[src/sv/msbc_pkg.sv]
package msbc_pkg;

  // Frame positions while hunting and checking the header
  localparam logic [7:0] POS_HUNT = 8'd0;
  localparam logic [7:0] POS_SEQ  = 8'd1;
  localparam logic [7:0] POS_AD   = 8'd2;
  localparam logic [7:0] POS_Z1   = 8'd3;
  localparam logic [7:0] POS_Z2   = 8'd4;
  localparam logic [7:0] POS_BODY = 8'd5;

  // Header byte values
  localparam logic [7:0] BYTE_SYNC = 8'h01;
  localparam logic [7:0] BYTE_SEQ0 = 8'h08;
  localparam logic [7:0] BYTE_SEQ1 = 8'h38;
  localparam logic [7:0] BYTE_SEQ2 = 8'hC8;
  localparam logic [7:0] BYTE_SEQ3 = 8'hF8;
  localparam logic [7:0] BYTE_AD   = 8'hAD;
  localparam logic [7:0] BYTE_ZERO = 8'h00;

  // Frame length register
  localparam logic [7:0] FRAME_LEN_RESET = 8'd60;
  localparam logic [7:0] FRAME_LEN_MIN   = 8'd7;

  // How many results one byte causes
  typedef enum logic [1:0] {
    EMIT_NONE,
    EMIT_ONE,
    EMIT_HEAD
  } msbc_emit_t;

  typedef struct packed {
    logic [7:0] payload_byte;
    logic [1:0] seq_index;
    logic       frame_first;
    logic       frame_last;
  } msbc_res_t;

  typedef struct packed {
    msbc_emit_t kind;
    msbc_res_t  res;
  } msbc_emit_bus_t;

endpackage

[src/sv/msbc_in_if.sv]
interface msbc_in_if;
  logic       valid;
  logic       ready;
  logic [7:0] in_byte;

  modport source (output valid, output in_byte, input ready);
  modport sink (input valid, input in_byte, output ready);
endinterface

[src/sv/msbc_out_if.sv]
interface msbc_out_if;
  logic       valid;
  logic       ready;
  logic [7:0] payload_byte;
  logic [1:0] seq_index;
  logic       frame_first;
  logic       frame_last;

  modport source (output valid, output payload_byte, output seq_index,
                  output frame_first, output frame_last, input ready);
  modport sink (input valid, input payload_byte, input seq_index,
                input frame_first, input frame_last, output ready);
endinterface

[src/sv/msbc_hdr_fsm.sv]
module msbc_hdr_fsm (
  input  logic                    clk,
  input  logic                    rst_n,
  input  logic                    step,
  input  logic [7:0]              byte_i,
  input  logic [7:0]              trailer,
  output msbc_pkg::msbc_emit_bus_t emit
);

  logic [7:0] pos_r, pos_nxt;
  logic [1:0] seq_r, seq_nxt;

  // Decode the byte against the current frame position
  always_comb begin
    pos_nxt                = pos_r;
    seq_nxt                = seq_r;
    emit.kind              = msbc_pkg::EMIT_NONE;
    emit.res.payload_byte  = byte_i;
    emit.res.seq_index     = seq_r;
    emit.res.frame_first   = 1'b0;
    emit.res.frame_last    = 1'b0;
    unique case (pos_r)
      msbc_pkg::POS_HUNT: begin
        if (byte_i == msbc_pkg::BYTE_SYNC) pos_nxt = msbc_pkg::POS_SEQ;
      end
      msbc_pkg::POS_SEQ: begin
        pos_nxt = msbc_pkg::POS_AD;
        case (byte_i)
          msbc_pkg::BYTE_SEQ0: seq_nxt = 2'd0;
          msbc_pkg::BYTE_SEQ1: seq_nxt = 2'd1;
          msbc_pkg::BYTE_SEQ2: seq_nxt = 2'd2;
          msbc_pkg::BYTE_SEQ3: seq_nxt = 2'd3;
          default:             pos_nxt = msbc_pkg::POS_HUNT;
        endcase
      end
      msbc_pkg::POS_AD: begin
        pos_nxt = (byte_i == msbc_pkg::BYTE_AD) ? msbc_pkg::POS_Z1 : msbc_pkg::POS_HUNT;
      end
      msbc_pkg::POS_Z1: begin
        pos_nxt = (byte_i == msbc_pkg::BYTE_ZERO) ? msbc_pkg::POS_Z2 : msbc_pkg::POS_HUNT;
      end
      msbc_pkg::POS_Z2: begin
        if (byte_i == msbc_pkg::BYTE_ZERO) begin
          emit.kind             = msbc_pkg::EMIT_HEAD;
          emit.res.payload_byte = msbc_pkg::BYTE_AD;
          emit.res.frame_first  = 1'b1;
          pos_nxt               = msbc_pkg::POS_BODY;
        end else begin
          pos_nxt = msbc_pkg::POS_HUNT;
        end
      end
      default: begin
        // Swallow the trailer, or pass a payload byte through
        if (pos_r >= trailer) begin
          pos_nxt = msbc_pkg::POS_HUNT;
        end else begin
          emit.kind           = msbc_pkg::EMIT_ONE;
          emit.res.frame_last = (pos_r == trailer - 8'd1);
          pos_nxt             = pos_r + 8'd1;
        end
      end
    endcase
  end

  // Advance the position once per consumed byte
  always_ff @(posedge clk) begin
    if (!rst_n) begin
      pos_r <= msbc_pkg::POS_HUNT;
      seq_r <= 2'd0;
    end else if (step) begin
      pos_r <= pos_nxt;
      seq_r <= seq_nxt;
    end
  end

endmodule

[src/sv/msbc_out_stage.sv]
module msbc_out_stage (
  input  logic                     clk,
  input  logic                     rst_n,
  input  logic                     load,
  input  msbc_pkg::msbc_emit_bus_t emit,
  input  logic                     out_ready,
  output logic                     out_valid,
  output msbc_pkg::msbc_res_t      res,
  output logic                     can_load
);

  logic                valid_r, valid_nxt;
  msbc_pkg::msbc_res_t res_r, res_nxt;
  logic [1:0]          rem_r, rem_nxt;

  // Free when empty or once the last result of a burst is taken
  assign can_load  = !valid_r || (out_ready && (rem_r == 2'd0));
  assign out_valid = valid_r;
  assign res       = res_r;

  // Load a new result or step through the two zero bytes of a header burst
  always_comb begin
    valid_nxt = valid_r;
    res_nxt   = res_r;
    rem_nxt   = rem_r;
    if (load) begin
      valid_nxt = 1'b1;
      res_nxt   = emit.res;
      rem_nxt   = (emit.kind == msbc_pkg::EMIT_HEAD) ? 2'd2 : 2'd0;
    end else if (valid_r && out_ready) begin
      if (rem_r != 2'd0) begin
        res_nxt.payload_byte = msbc_pkg::BYTE_ZERO;
        res_nxt.frame_first  = 1'b0;
        res_nxt.frame_last   = 1'b0;
        rem_nxt              = rem_r - 2'd1;
      end else begin
        valid_nxt = 1'b0;
      end
    end
  end

  always_ff @(posedge clk) begin
    if (!rst_n) begin
      valid_r <= 1'b0;
      rem_r   <= 2'd0;
    end else begin
      valid_r <= valid_nxt;
      rem_r   <= rem_nxt;
    end
  end

  always_ff @(posedge clk) begin
    res_r <= res_nxt;
  end

endmodule

[src/sv/msbc_h2_frame_deframer.sv]
// mSBC H2 frame deframer.
// in_ch carries one received byte per item; out_ch carries payload items
// (payload_byte, seq_index, frame_first, frame_last). cfg_we/cfg_wdata write
// frame_length (total frame bytes, values below 7 act as 7); write it only
// while the block is idle.
// The block hunts for 0x01, a sequence byte (08/38/C8/F8 -> 0..3) and
// 0xAD 0x00 0x00. On the second 0x00 it emits 0xAD (frame_first), 0x00, 0x00,
// then passes each payload byte and marks the byte before the trailer as
// frame_last. The trailer and all header bytes give no item.
// An accepted byte lands in an input register and its first result is
// registered in the output register before it is offered on out_ch.
// Throughput: one byte per cycle while out_ch is ready; the header burst
// holds the output register until the burst counter has sent all three items.
// When out_ch stalls, one more byte is taken into the input register and
// bytes that cause no result still drain; in_ch.ready drops once the input
// register holds a byte that needs the busy output register.
// Reset (rst_n low, synchronous) empties both registers, returns to the hunt
// and sets frame_length to 60.
module msbc_h2_frame_deframer (
  input  logic             clk,
  input  logic             rst_n,
  msbc_in_if.sink          in_ch,
  msbc_out_if.source       out_ch,
  input  logic             cfg_we,
  input  logic [7:0]       cfg_wdata
);

  logic                     in_valid_r;
  logic [7:0]               in_byte_r;
  logic [7:0]               frame_len_r;
  logic [7:0]               len_eff;
  logic [7:0]               trailer;
  logic                     step;
  logic                     can_load;
  logic                     load;
  msbc_pkg::msbc_emit_bus_t emit;
  msbc_pkg::msbc_res_t      res;

  // Frame length register
  always_ff @(posedge clk) begin
    if (!rst_n) begin
      frame_len_r <= msbc_pkg::FRAME_LEN_RESET;
    end else if (cfg_we) begin
      frame_len_r <= cfg_wdata;
    end
  end

  assign len_eff = (frame_len_r < msbc_pkg::FRAME_LEN_MIN) ? msbc_pkg::FRAME_LEN_MIN
                                                           : frame_len_r;
  assign trailer = len_eff - 8'd1;

  // Consume the held byte when it gives no result or the output is free
  assign step        = in_valid_r && ((emit.kind == msbc_pkg::EMIT_NONE) || can_load);
  assign load        = step && (emit.kind != msbc_pkg::EMIT_NONE);
  assign in_ch.ready = !in_valid_r || step;

  // Input register
  always_ff @(posedge clk) begin
    if (!rst_n) begin
      in_valid_r <= 1'b0;
    end else if (in_ch.valid && in_ch.ready) begin
      in_valid_r <= 1'b1;
    end else if (step) begin
      in_valid_r <= 1'b0;
    end
  end

  always_ff @(posedge clk) begin
    if (in_ch.valid && in_ch.ready) in_byte_r <= in_ch.in_byte;
  end

  msbc_hdr_fsm u_fsm (
    .clk     (clk),
    .rst_n   (rst_n),
    .step    (step),
    .byte_i  (in_byte_r),
    .trailer (trailer),
    .emit    (emit)
  );

  msbc_out_stage u_out (
    .clk       (clk),
    .rst_n     (rst_n),
    .load      (load),
    .emit      (emit),
    .out_ready (out_ch.ready),
    .out_valid (out_ch.valid),
    .res       (res),
    .can_load  (can_load)
  );

  assign out_ch.payload_byte = res.payload_byte;
  assign out_ch.seq_index    = res.seq_index;
  assign out_ch.frame_first  = res.frame_first;
  assign out_ch.frame_last   = res.frame_last;

`ifndef ASSERT_OFF
  // The first header byte taken is followed by a zero byte
  a_head_burst: assert property (@(posedge clk) disable iff (!rst_n)
    out_ch.valid && out_ch.ready && out_ch.frame_first |=>
      out_ch.valid && (out_ch.payload_byte == msbc_pkg::BYTE_ZERO) && !out_ch.frame_first)
    else $error("header burst broken after first byte");

  // A held byte that is refused stays put
  a_hold_input: assert property (@(posedge clk) disable iff (!rst_n)
    in_valid_r && !in_ch.ready |=> in_valid_r && $stable(in_byte_r))
    else $error("held input byte lost while stalled");

  // Output valid only rises after a byte was consumed
  a_rise_after_step: assert property (@(posedge clk) disable iff (!rst_n)
    $rose(out_ch.valid) |-> $past(step))
    else $error("result appeared without a consumed byte");

  // A result is never both first and last
  a_first_last: assert property (@(posedge clk) disable iff (!rst_n)
    out_ch.valid |-> !(out_ch.frame_first && out_ch.frame_last))
    else $error("result marked first and last");
`endif

endmodule

[src/flat_wrapper.sv]
// flat-port wrapper written by rule: the top's interface ports become plain ports
module msbc_h2_frame_deframer_flat 
  (clk, rst_n, cfg_we, cfg_wdata, in_ch_valid, in_ch_in_byte, in_ch_ready, out_ch_valid, out_ch_payload_byte, out_ch_seq_index, out_ch_frame_first, out_ch_frame_last, out_ch_ready);
  msbc_in_if in_ch_i ();
  msbc_out_if out_ch_i ();
  input  logic clk;
  input  logic rst_n;
  input  logic cfg_we;
  input  logic [7:0] cfg_wdata;
  input wire logic [$bits(in_ch_i.valid)-1:0] in_ch_valid;
  input wire logic [$bits(in_ch_i.in_byte)-1:0] in_ch_in_byte;
  output wire logic [$bits(in_ch_i.ready)-1:0] in_ch_ready;
  output wire logic [$bits(out_ch_i.valid)-1:0] out_ch_valid;
  output wire logic [$bits(out_ch_i.payload_byte)-1:0] out_ch_payload_byte;
  output wire logic [$bits(out_ch_i.seq_index)-1:0] out_ch_seq_index;
  output wire logic [$bits(out_ch_i.frame_first)-1:0] out_ch_frame_first;
  output wire logic [$bits(out_ch_i.frame_last)-1:0] out_ch_frame_last;
  input wire logic [$bits(out_ch_i.ready)-1:0] out_ch_ready;
  assign in_ch_i.valid = in_ch_valid;
  assign in_ch_i.in_byte = in_ch_in_byte;
  assign in_ch_ready = in_ch_i.ready;
  assign out_ch_valid = out_ch_i.valid;
  assign out_ch_payload_byte = out_ch_i.payload_byte;
  assign out_ch_seq_index = out_ch_i.seq_index;
  assign out_ch_frame_first = out_ch_i.frame_first;
  assign out_ch_frame_last = out_ch_i.frame_last;
  assign out_ch_i.ready = out_ch_ready;
  msbc_h2_frame_deframer u_core (.clk(clk), .rst_n(rst_n), .in_ch(in_ch_i), .out_ch(out_ch_i), .cfg_we(cfg_we), .cfg_wdata(cfg_wdata));
endmodule
[config.mk]
export PLATFORM = sky130hd
export DESIGN_NAME = msbc_h2_frame_deframer_flat
export DESIGN_NICKNAME = d
export VERILOG_FILES = /design/src/sv/msbc_pkg.sv /design/src/sv/msbc_in_if.sv /design/src/sv/msbc_out_if.sv /design/src/sv/msbc_hdr_fsm.sv /design/src/sv/msbc_out_stage.sv /design/src/sv/msbc_h2_frame_deframer.sv /design/src/flat_wrapper.sv
export SDC_FILE = /design/constraint.sdc
export NUM_CORES = 1
export LEC_CHECK = 0
export BUFFER_PORTS_ARGS = -buffer_cell sky130_fd_sc_hd__buf_2
export CAP_MARGIN = 20
export CORE_ASPECT_RATIO = 1.2
export CORE_MARGIN = 3
export CORE_UTILIZATION = 53
export CTS_CLUSTER_DIAMETER = 40
export CTS_CLUSTER_SIZE = 30
export DETAILED_ROUTE_END_ITERATION = 10
export GPL_TIMING_DRIVEN = 0
export HOLD_SLACK_MARGIN = 0.15
export PLACE_DENSITY = 0.87
export SYNTH_ARGS = -nofsm -noshare
export SYNTH_HDL_FRONTEND = slang
export SYNTH_SLANG_ARGS = --single-unit
[constraint.sdc]
create_clock -name clk -period 4.5 [get_ports clk]
set_input_delay 0.9 -clock clk [delete_from_list [all_inputs] [get_ports clk]]
set_output_delay 0.9 -clock clk [all_outputs]
set_load 0.005 [all_outputs]
==> results by group <==
Setup path
  – Crit path largest cell delay: 0.42 ns
  – Crit path launch: u_core.frame_len_r[5]
  – Arr. time, crit path: 3.49 ns
  – CP endpoint kind: primary output
  – Crit-path slowest cell: or3b_4
  – Max FO, Critical Path: 9
  – Setup crit end: in_ch_ready
  – CP Cell Sequence: buf_4 > nor3_4 > a21oi_4 > ha_4 > or3b_4 > nor3_4 > a21oi_4 > ha_1 > a21oi_1 > o21ai_0 > maj3_4 > o21ai_4 > o2111a_1 > inv_1 > buf_2
  – Cell depth of the worst setup path: 15
  – Setup CP Type: flop to primary output
  – CP bufs+invs: 3
  – Worst flop-to-flop path endpoint: u_core.u_out.res[0]
  – Reg2Reg Setup Slack: 0.76 ns
  – CP Launch Type: flop
  – FF-to-FF Start: u_core.frame_len_r[5]
  – R2R cell count: 14
  – Data required, critical path: 3.60 ns
  – Delay-heaviest family, CP: compound AO/OA/AOI/OAI gates

GRT
  – GRT Total Usage: 0.210
  – Vias in the first global route: 2359
  – Gr ovfl total: 0
  – First-pass GRT wire length: 10.4 mm
  – Number of antenna violations at the first check in global routing: 0
  – Largest net degree at the start of global routing: 15

STA
  – Slew headroom: 0.419
  – Fin. Hold Viols: 0
  – Worst-Margin Slew: 0.859 ns
  – Final setup fails: 0
  – Worst hold slack: 0.455 ns
  – Fmax: 228 MHz
  – Fin crit period: 4.39 ns
  – Final Max Tran Viols: 0
  – Fin crit share: 0.975
  – Clk_skew: 0.00907 ns
  – Worst setup margin: 0.111 ns

Synthesis
  – Synthesized Nets: 331
  – Synth Flop Type: dfxtp_1
  – Synth cell types: 77
  – Syn Inst Count: 295
  – Sequential area share after synthesis: 0.370
  – Synth Cell Area: 0.00282 mm²
  – Syn_area_per_cell: 9.55 µm²
  – YS warnings: 0
  – Number of flops mapped to enable cells by yosys: 20
  – Async S/R FF share, synth: 0
  – Seq cells post-synth: 42

Drt
  – Via count: 2540
  – Final WL: 6.72 mm
  – DRT antenna net count: 0
  – Via-to-Cell Ratio: 6.21
  – Drt pass-1 iters: 5
  – DRT iter0 DRCs: 234
  – WL/cell: 16.4 µm
  – DRC Markers: 0

CTS
  – Clock sink total: 42
  – Clock buffer depth: 2
  – Htree depth: 2
  – Hold buffers post-CTS: 0
  – Worst-path clk slew: 0.08 ns
  – Cts bufs inserted: 5
  – Skew-Pair Late Insertion Delay: 0.30 ns
  – CTS Root Buffer Type: clkbuf_8
  – CTS tree: built

Cells and area
  – Fin area: 0.00334 mm²
  – Ant. Diodes: 0
  – Layout area overhead: 18.5%
  – Share of cells above drive strength 1: 0.272
  – Layout net count: 384

Job
  – MaxCap Viol Count: 0

Pwr
  – Sw Pwr: 0.350 mW
  – Pwr dens: 304 mW/mm²
  – Clock power frac: 0.243
  – Leak: 1.31 nW
  – Cell internal pwr: 0.666 mW
  – Net Sw Frac: 0.344
  – Peak VDD IR: 265 µV
  – Gate power share: 0.311
  – Power share of the sequential group: 0.445

Worst hold path
  – Hold Path Class: flop to flop

Die
  – Initial Utilization: 0.558
  – Die Area: 0.00623 mm²
  – Die height: 85.9 µm
  – FP Rows: 28
  – Chip width: 72.5 µm
  – Core Area: 0.00504 mm²
  – I/O pins: 35

Placed design
  – Setup WS pre-CTS: -0.603 ns
  – Dpl cell area: 0.00305 mm²
  – Detailed placer's ending HPWL: 4.75 mm
  – Count of input and output buffers: 32
  – Placer Congestion: 0.877

Status
  – Outcome: completed
cell families (layout without fill, tap and decap cells):
kind of cell	count (synthesis)	after routing	synth area share
buffers and inverters	28	82	0.0395
flip-flops	42	42	0.370
multiplexers	15	15	0.0538
AO/OA/AOI/OAI	59	59	0.178
adder cells (fa/ha/maj)	16	16	0.0715
XOR/XNOR	15	15	0.0520
AND/OR/NAND/NOR	120	120	0.235
through the flow:
stage	instances	total power, mW	utilization	setup TNS [ns]
floorplan	295	0.669	-	0
global placement	387	0.735	0.605	-1.67
detailed placement	387	0.742	0.605	-2.67
CTS	399	1.00	0.639	0
global route	409	1.07	0.661	-0.0465
finish	409	1.02	0.661	0
power groups by stage:
| stage | sequential (mW) | combinational [mW] | clock (mW) |
|---|---|---|---|
| floorplan | 0.455 | 0.214 | 0 |
| global placement | 0.458 | 0.277 | 0 |
| detailed placement | 0.459 | 0.283 | 0 |
| CTS | 0.452 | 0.298 | 0.253 |
| global route | 0.454 | 0.344 | 0.270 |
| finish | 0.452 | 0.316 | 0.247 |
timing repair:
| action | CTS | global route |
|---|---|---|
| gates resized for setup | 11 | 11 |
| buffers inserted | 5 | 10 |
| endpoints found under the setup margin | 20 | 1 |
| hold endpoints to repair | 0 | 0 |
| pin swaps | 3 | 4 |
cells in the final DEF, fill, tap and decap left out, types with 3 or more instances in the layout:
master    instances
buf_2            32
nand2_1          27
nor2_1           25
edfxtp_1         20
dfxtp_1          19
buf_4            18
inv_1            15
mux2i_1          14
nand3_1          12
ha_1             12
nor3_1           10
xnor2_1           9
a21oi_1           8
clkbuf_1          7
xor2_1            5
clkbuf_8          5
o21ai_0           4
nand3b_1          4
nand4_1           4
o221ai_1          4
o31ai_1           3
nor4_1            3
and3_1            3
a21oi_4           3
o211ai_1          3
worst reg2reg max path, cell delays in order (launching register included):
cell and delay, ns:
dfxtp_1 0.32, buf_4 0.17, nor3_4 0.09, a21oi_4 0.20, ha_4 0.19, or3b_4 0.42
nor3_4 0.23, a21oi_4 0.08, ha_1 0.29, a21oi_1 0.14, o21ai_0 0.12, maj3_4 0.40
o21a_1 0.24, buf_4 0.18, nand2_1 0.33
Yosys cell counts (3+ instances only):
cell	n	area, µm²
a21oi_1	12	60.1
and3_1	3	18.8
clkbuf_1	8	30.0
dfxtp_1	22	440
edfxtp_1	20	601
ha_1	15	188
inv_1	15	56.3
mux2i_1	14	140
nand2_1	27	101
nand3_1	12	60.1
nand3b_1	4	30.0
nand4_1	4	25.0
nor2_1	25	93.8
nor3_1	11	55.1
nor4_1	3	18.8
o211ai_1	3	22.5
o21ai_0	4	20.0
o221ai_1	5	43.8
o31ai_1	3	22.5
xnor2_1	9	78.8
xor2_1	5	43.8
layer usage:
| metal | share of wire | vias to the layer above | routed length, µm | global-route usage |
|---|---|---|---|---|
| li1 | - | 1211 | - | - |
| met1 | 0.40 | 1188 | 2670 | 0.243 |
| met2 | 0.51 | 113 | 3450 | 0.373 |
| met3 | 0.059 | 28 | 396 | 0.0434 |
| met4 | 0.030 | 0 | 201 | 0.0805 |
| met5 | 0 | - | 0 | 0 |
state kept, by name (all words and copies together), names as in the netlist:
register / flops
u_core.in_valid_r: 1
u_core.frame_len_r: 8
u_core.in_byte_r: 8
u_core.u_out.res: 12
u_core.u_out.out_valid: 1
u_core.u_out.rem_r: 2
u_core.u_fsm.pos_r: 8
u_core.u_fsm.seq_r: 2
worst min-delay path by stage:
stage,start,endpoint,slack [ns],cells past startpoint
2_1_floorplan,u_core.u_fsm.seq_r[0],u_core.u_out.res[2],0.41,0
3_3_place_gp,u_core.u_fsm.seq_r[0],u_core.u_out.res[2],0.43,0
3_5_place_dp,u_core.u_fsm.seq_r[1],u_core.u_out.res[3],0.43,0
4_1_cts,u_core.u_fsm.seq_r[1],u_core.u_out.res[3],0.44,0
5_1_grt,u_core.u_fsm.seq_r[1],u_core.u_out.res[3],0.45,0
6_report,u_core.u_fsm.seq_r[0],u_core.u_out.res[2],0.46,0
area by class of cell:
type                            count  area (µm²)
Buffer                             11        52.6
Clock buffer                        5        68.8
Clock inverter                      3        21.3
Fill cell                         390        1710
Inverter                           16        60.1
Multi-Input combinational cell    225        1740
Sequential cell                    42        1050
Tap cell                           60        75.1
Timing Repair Buffer               47         273
Note: power is estimated with default switching activity, not from simulation.
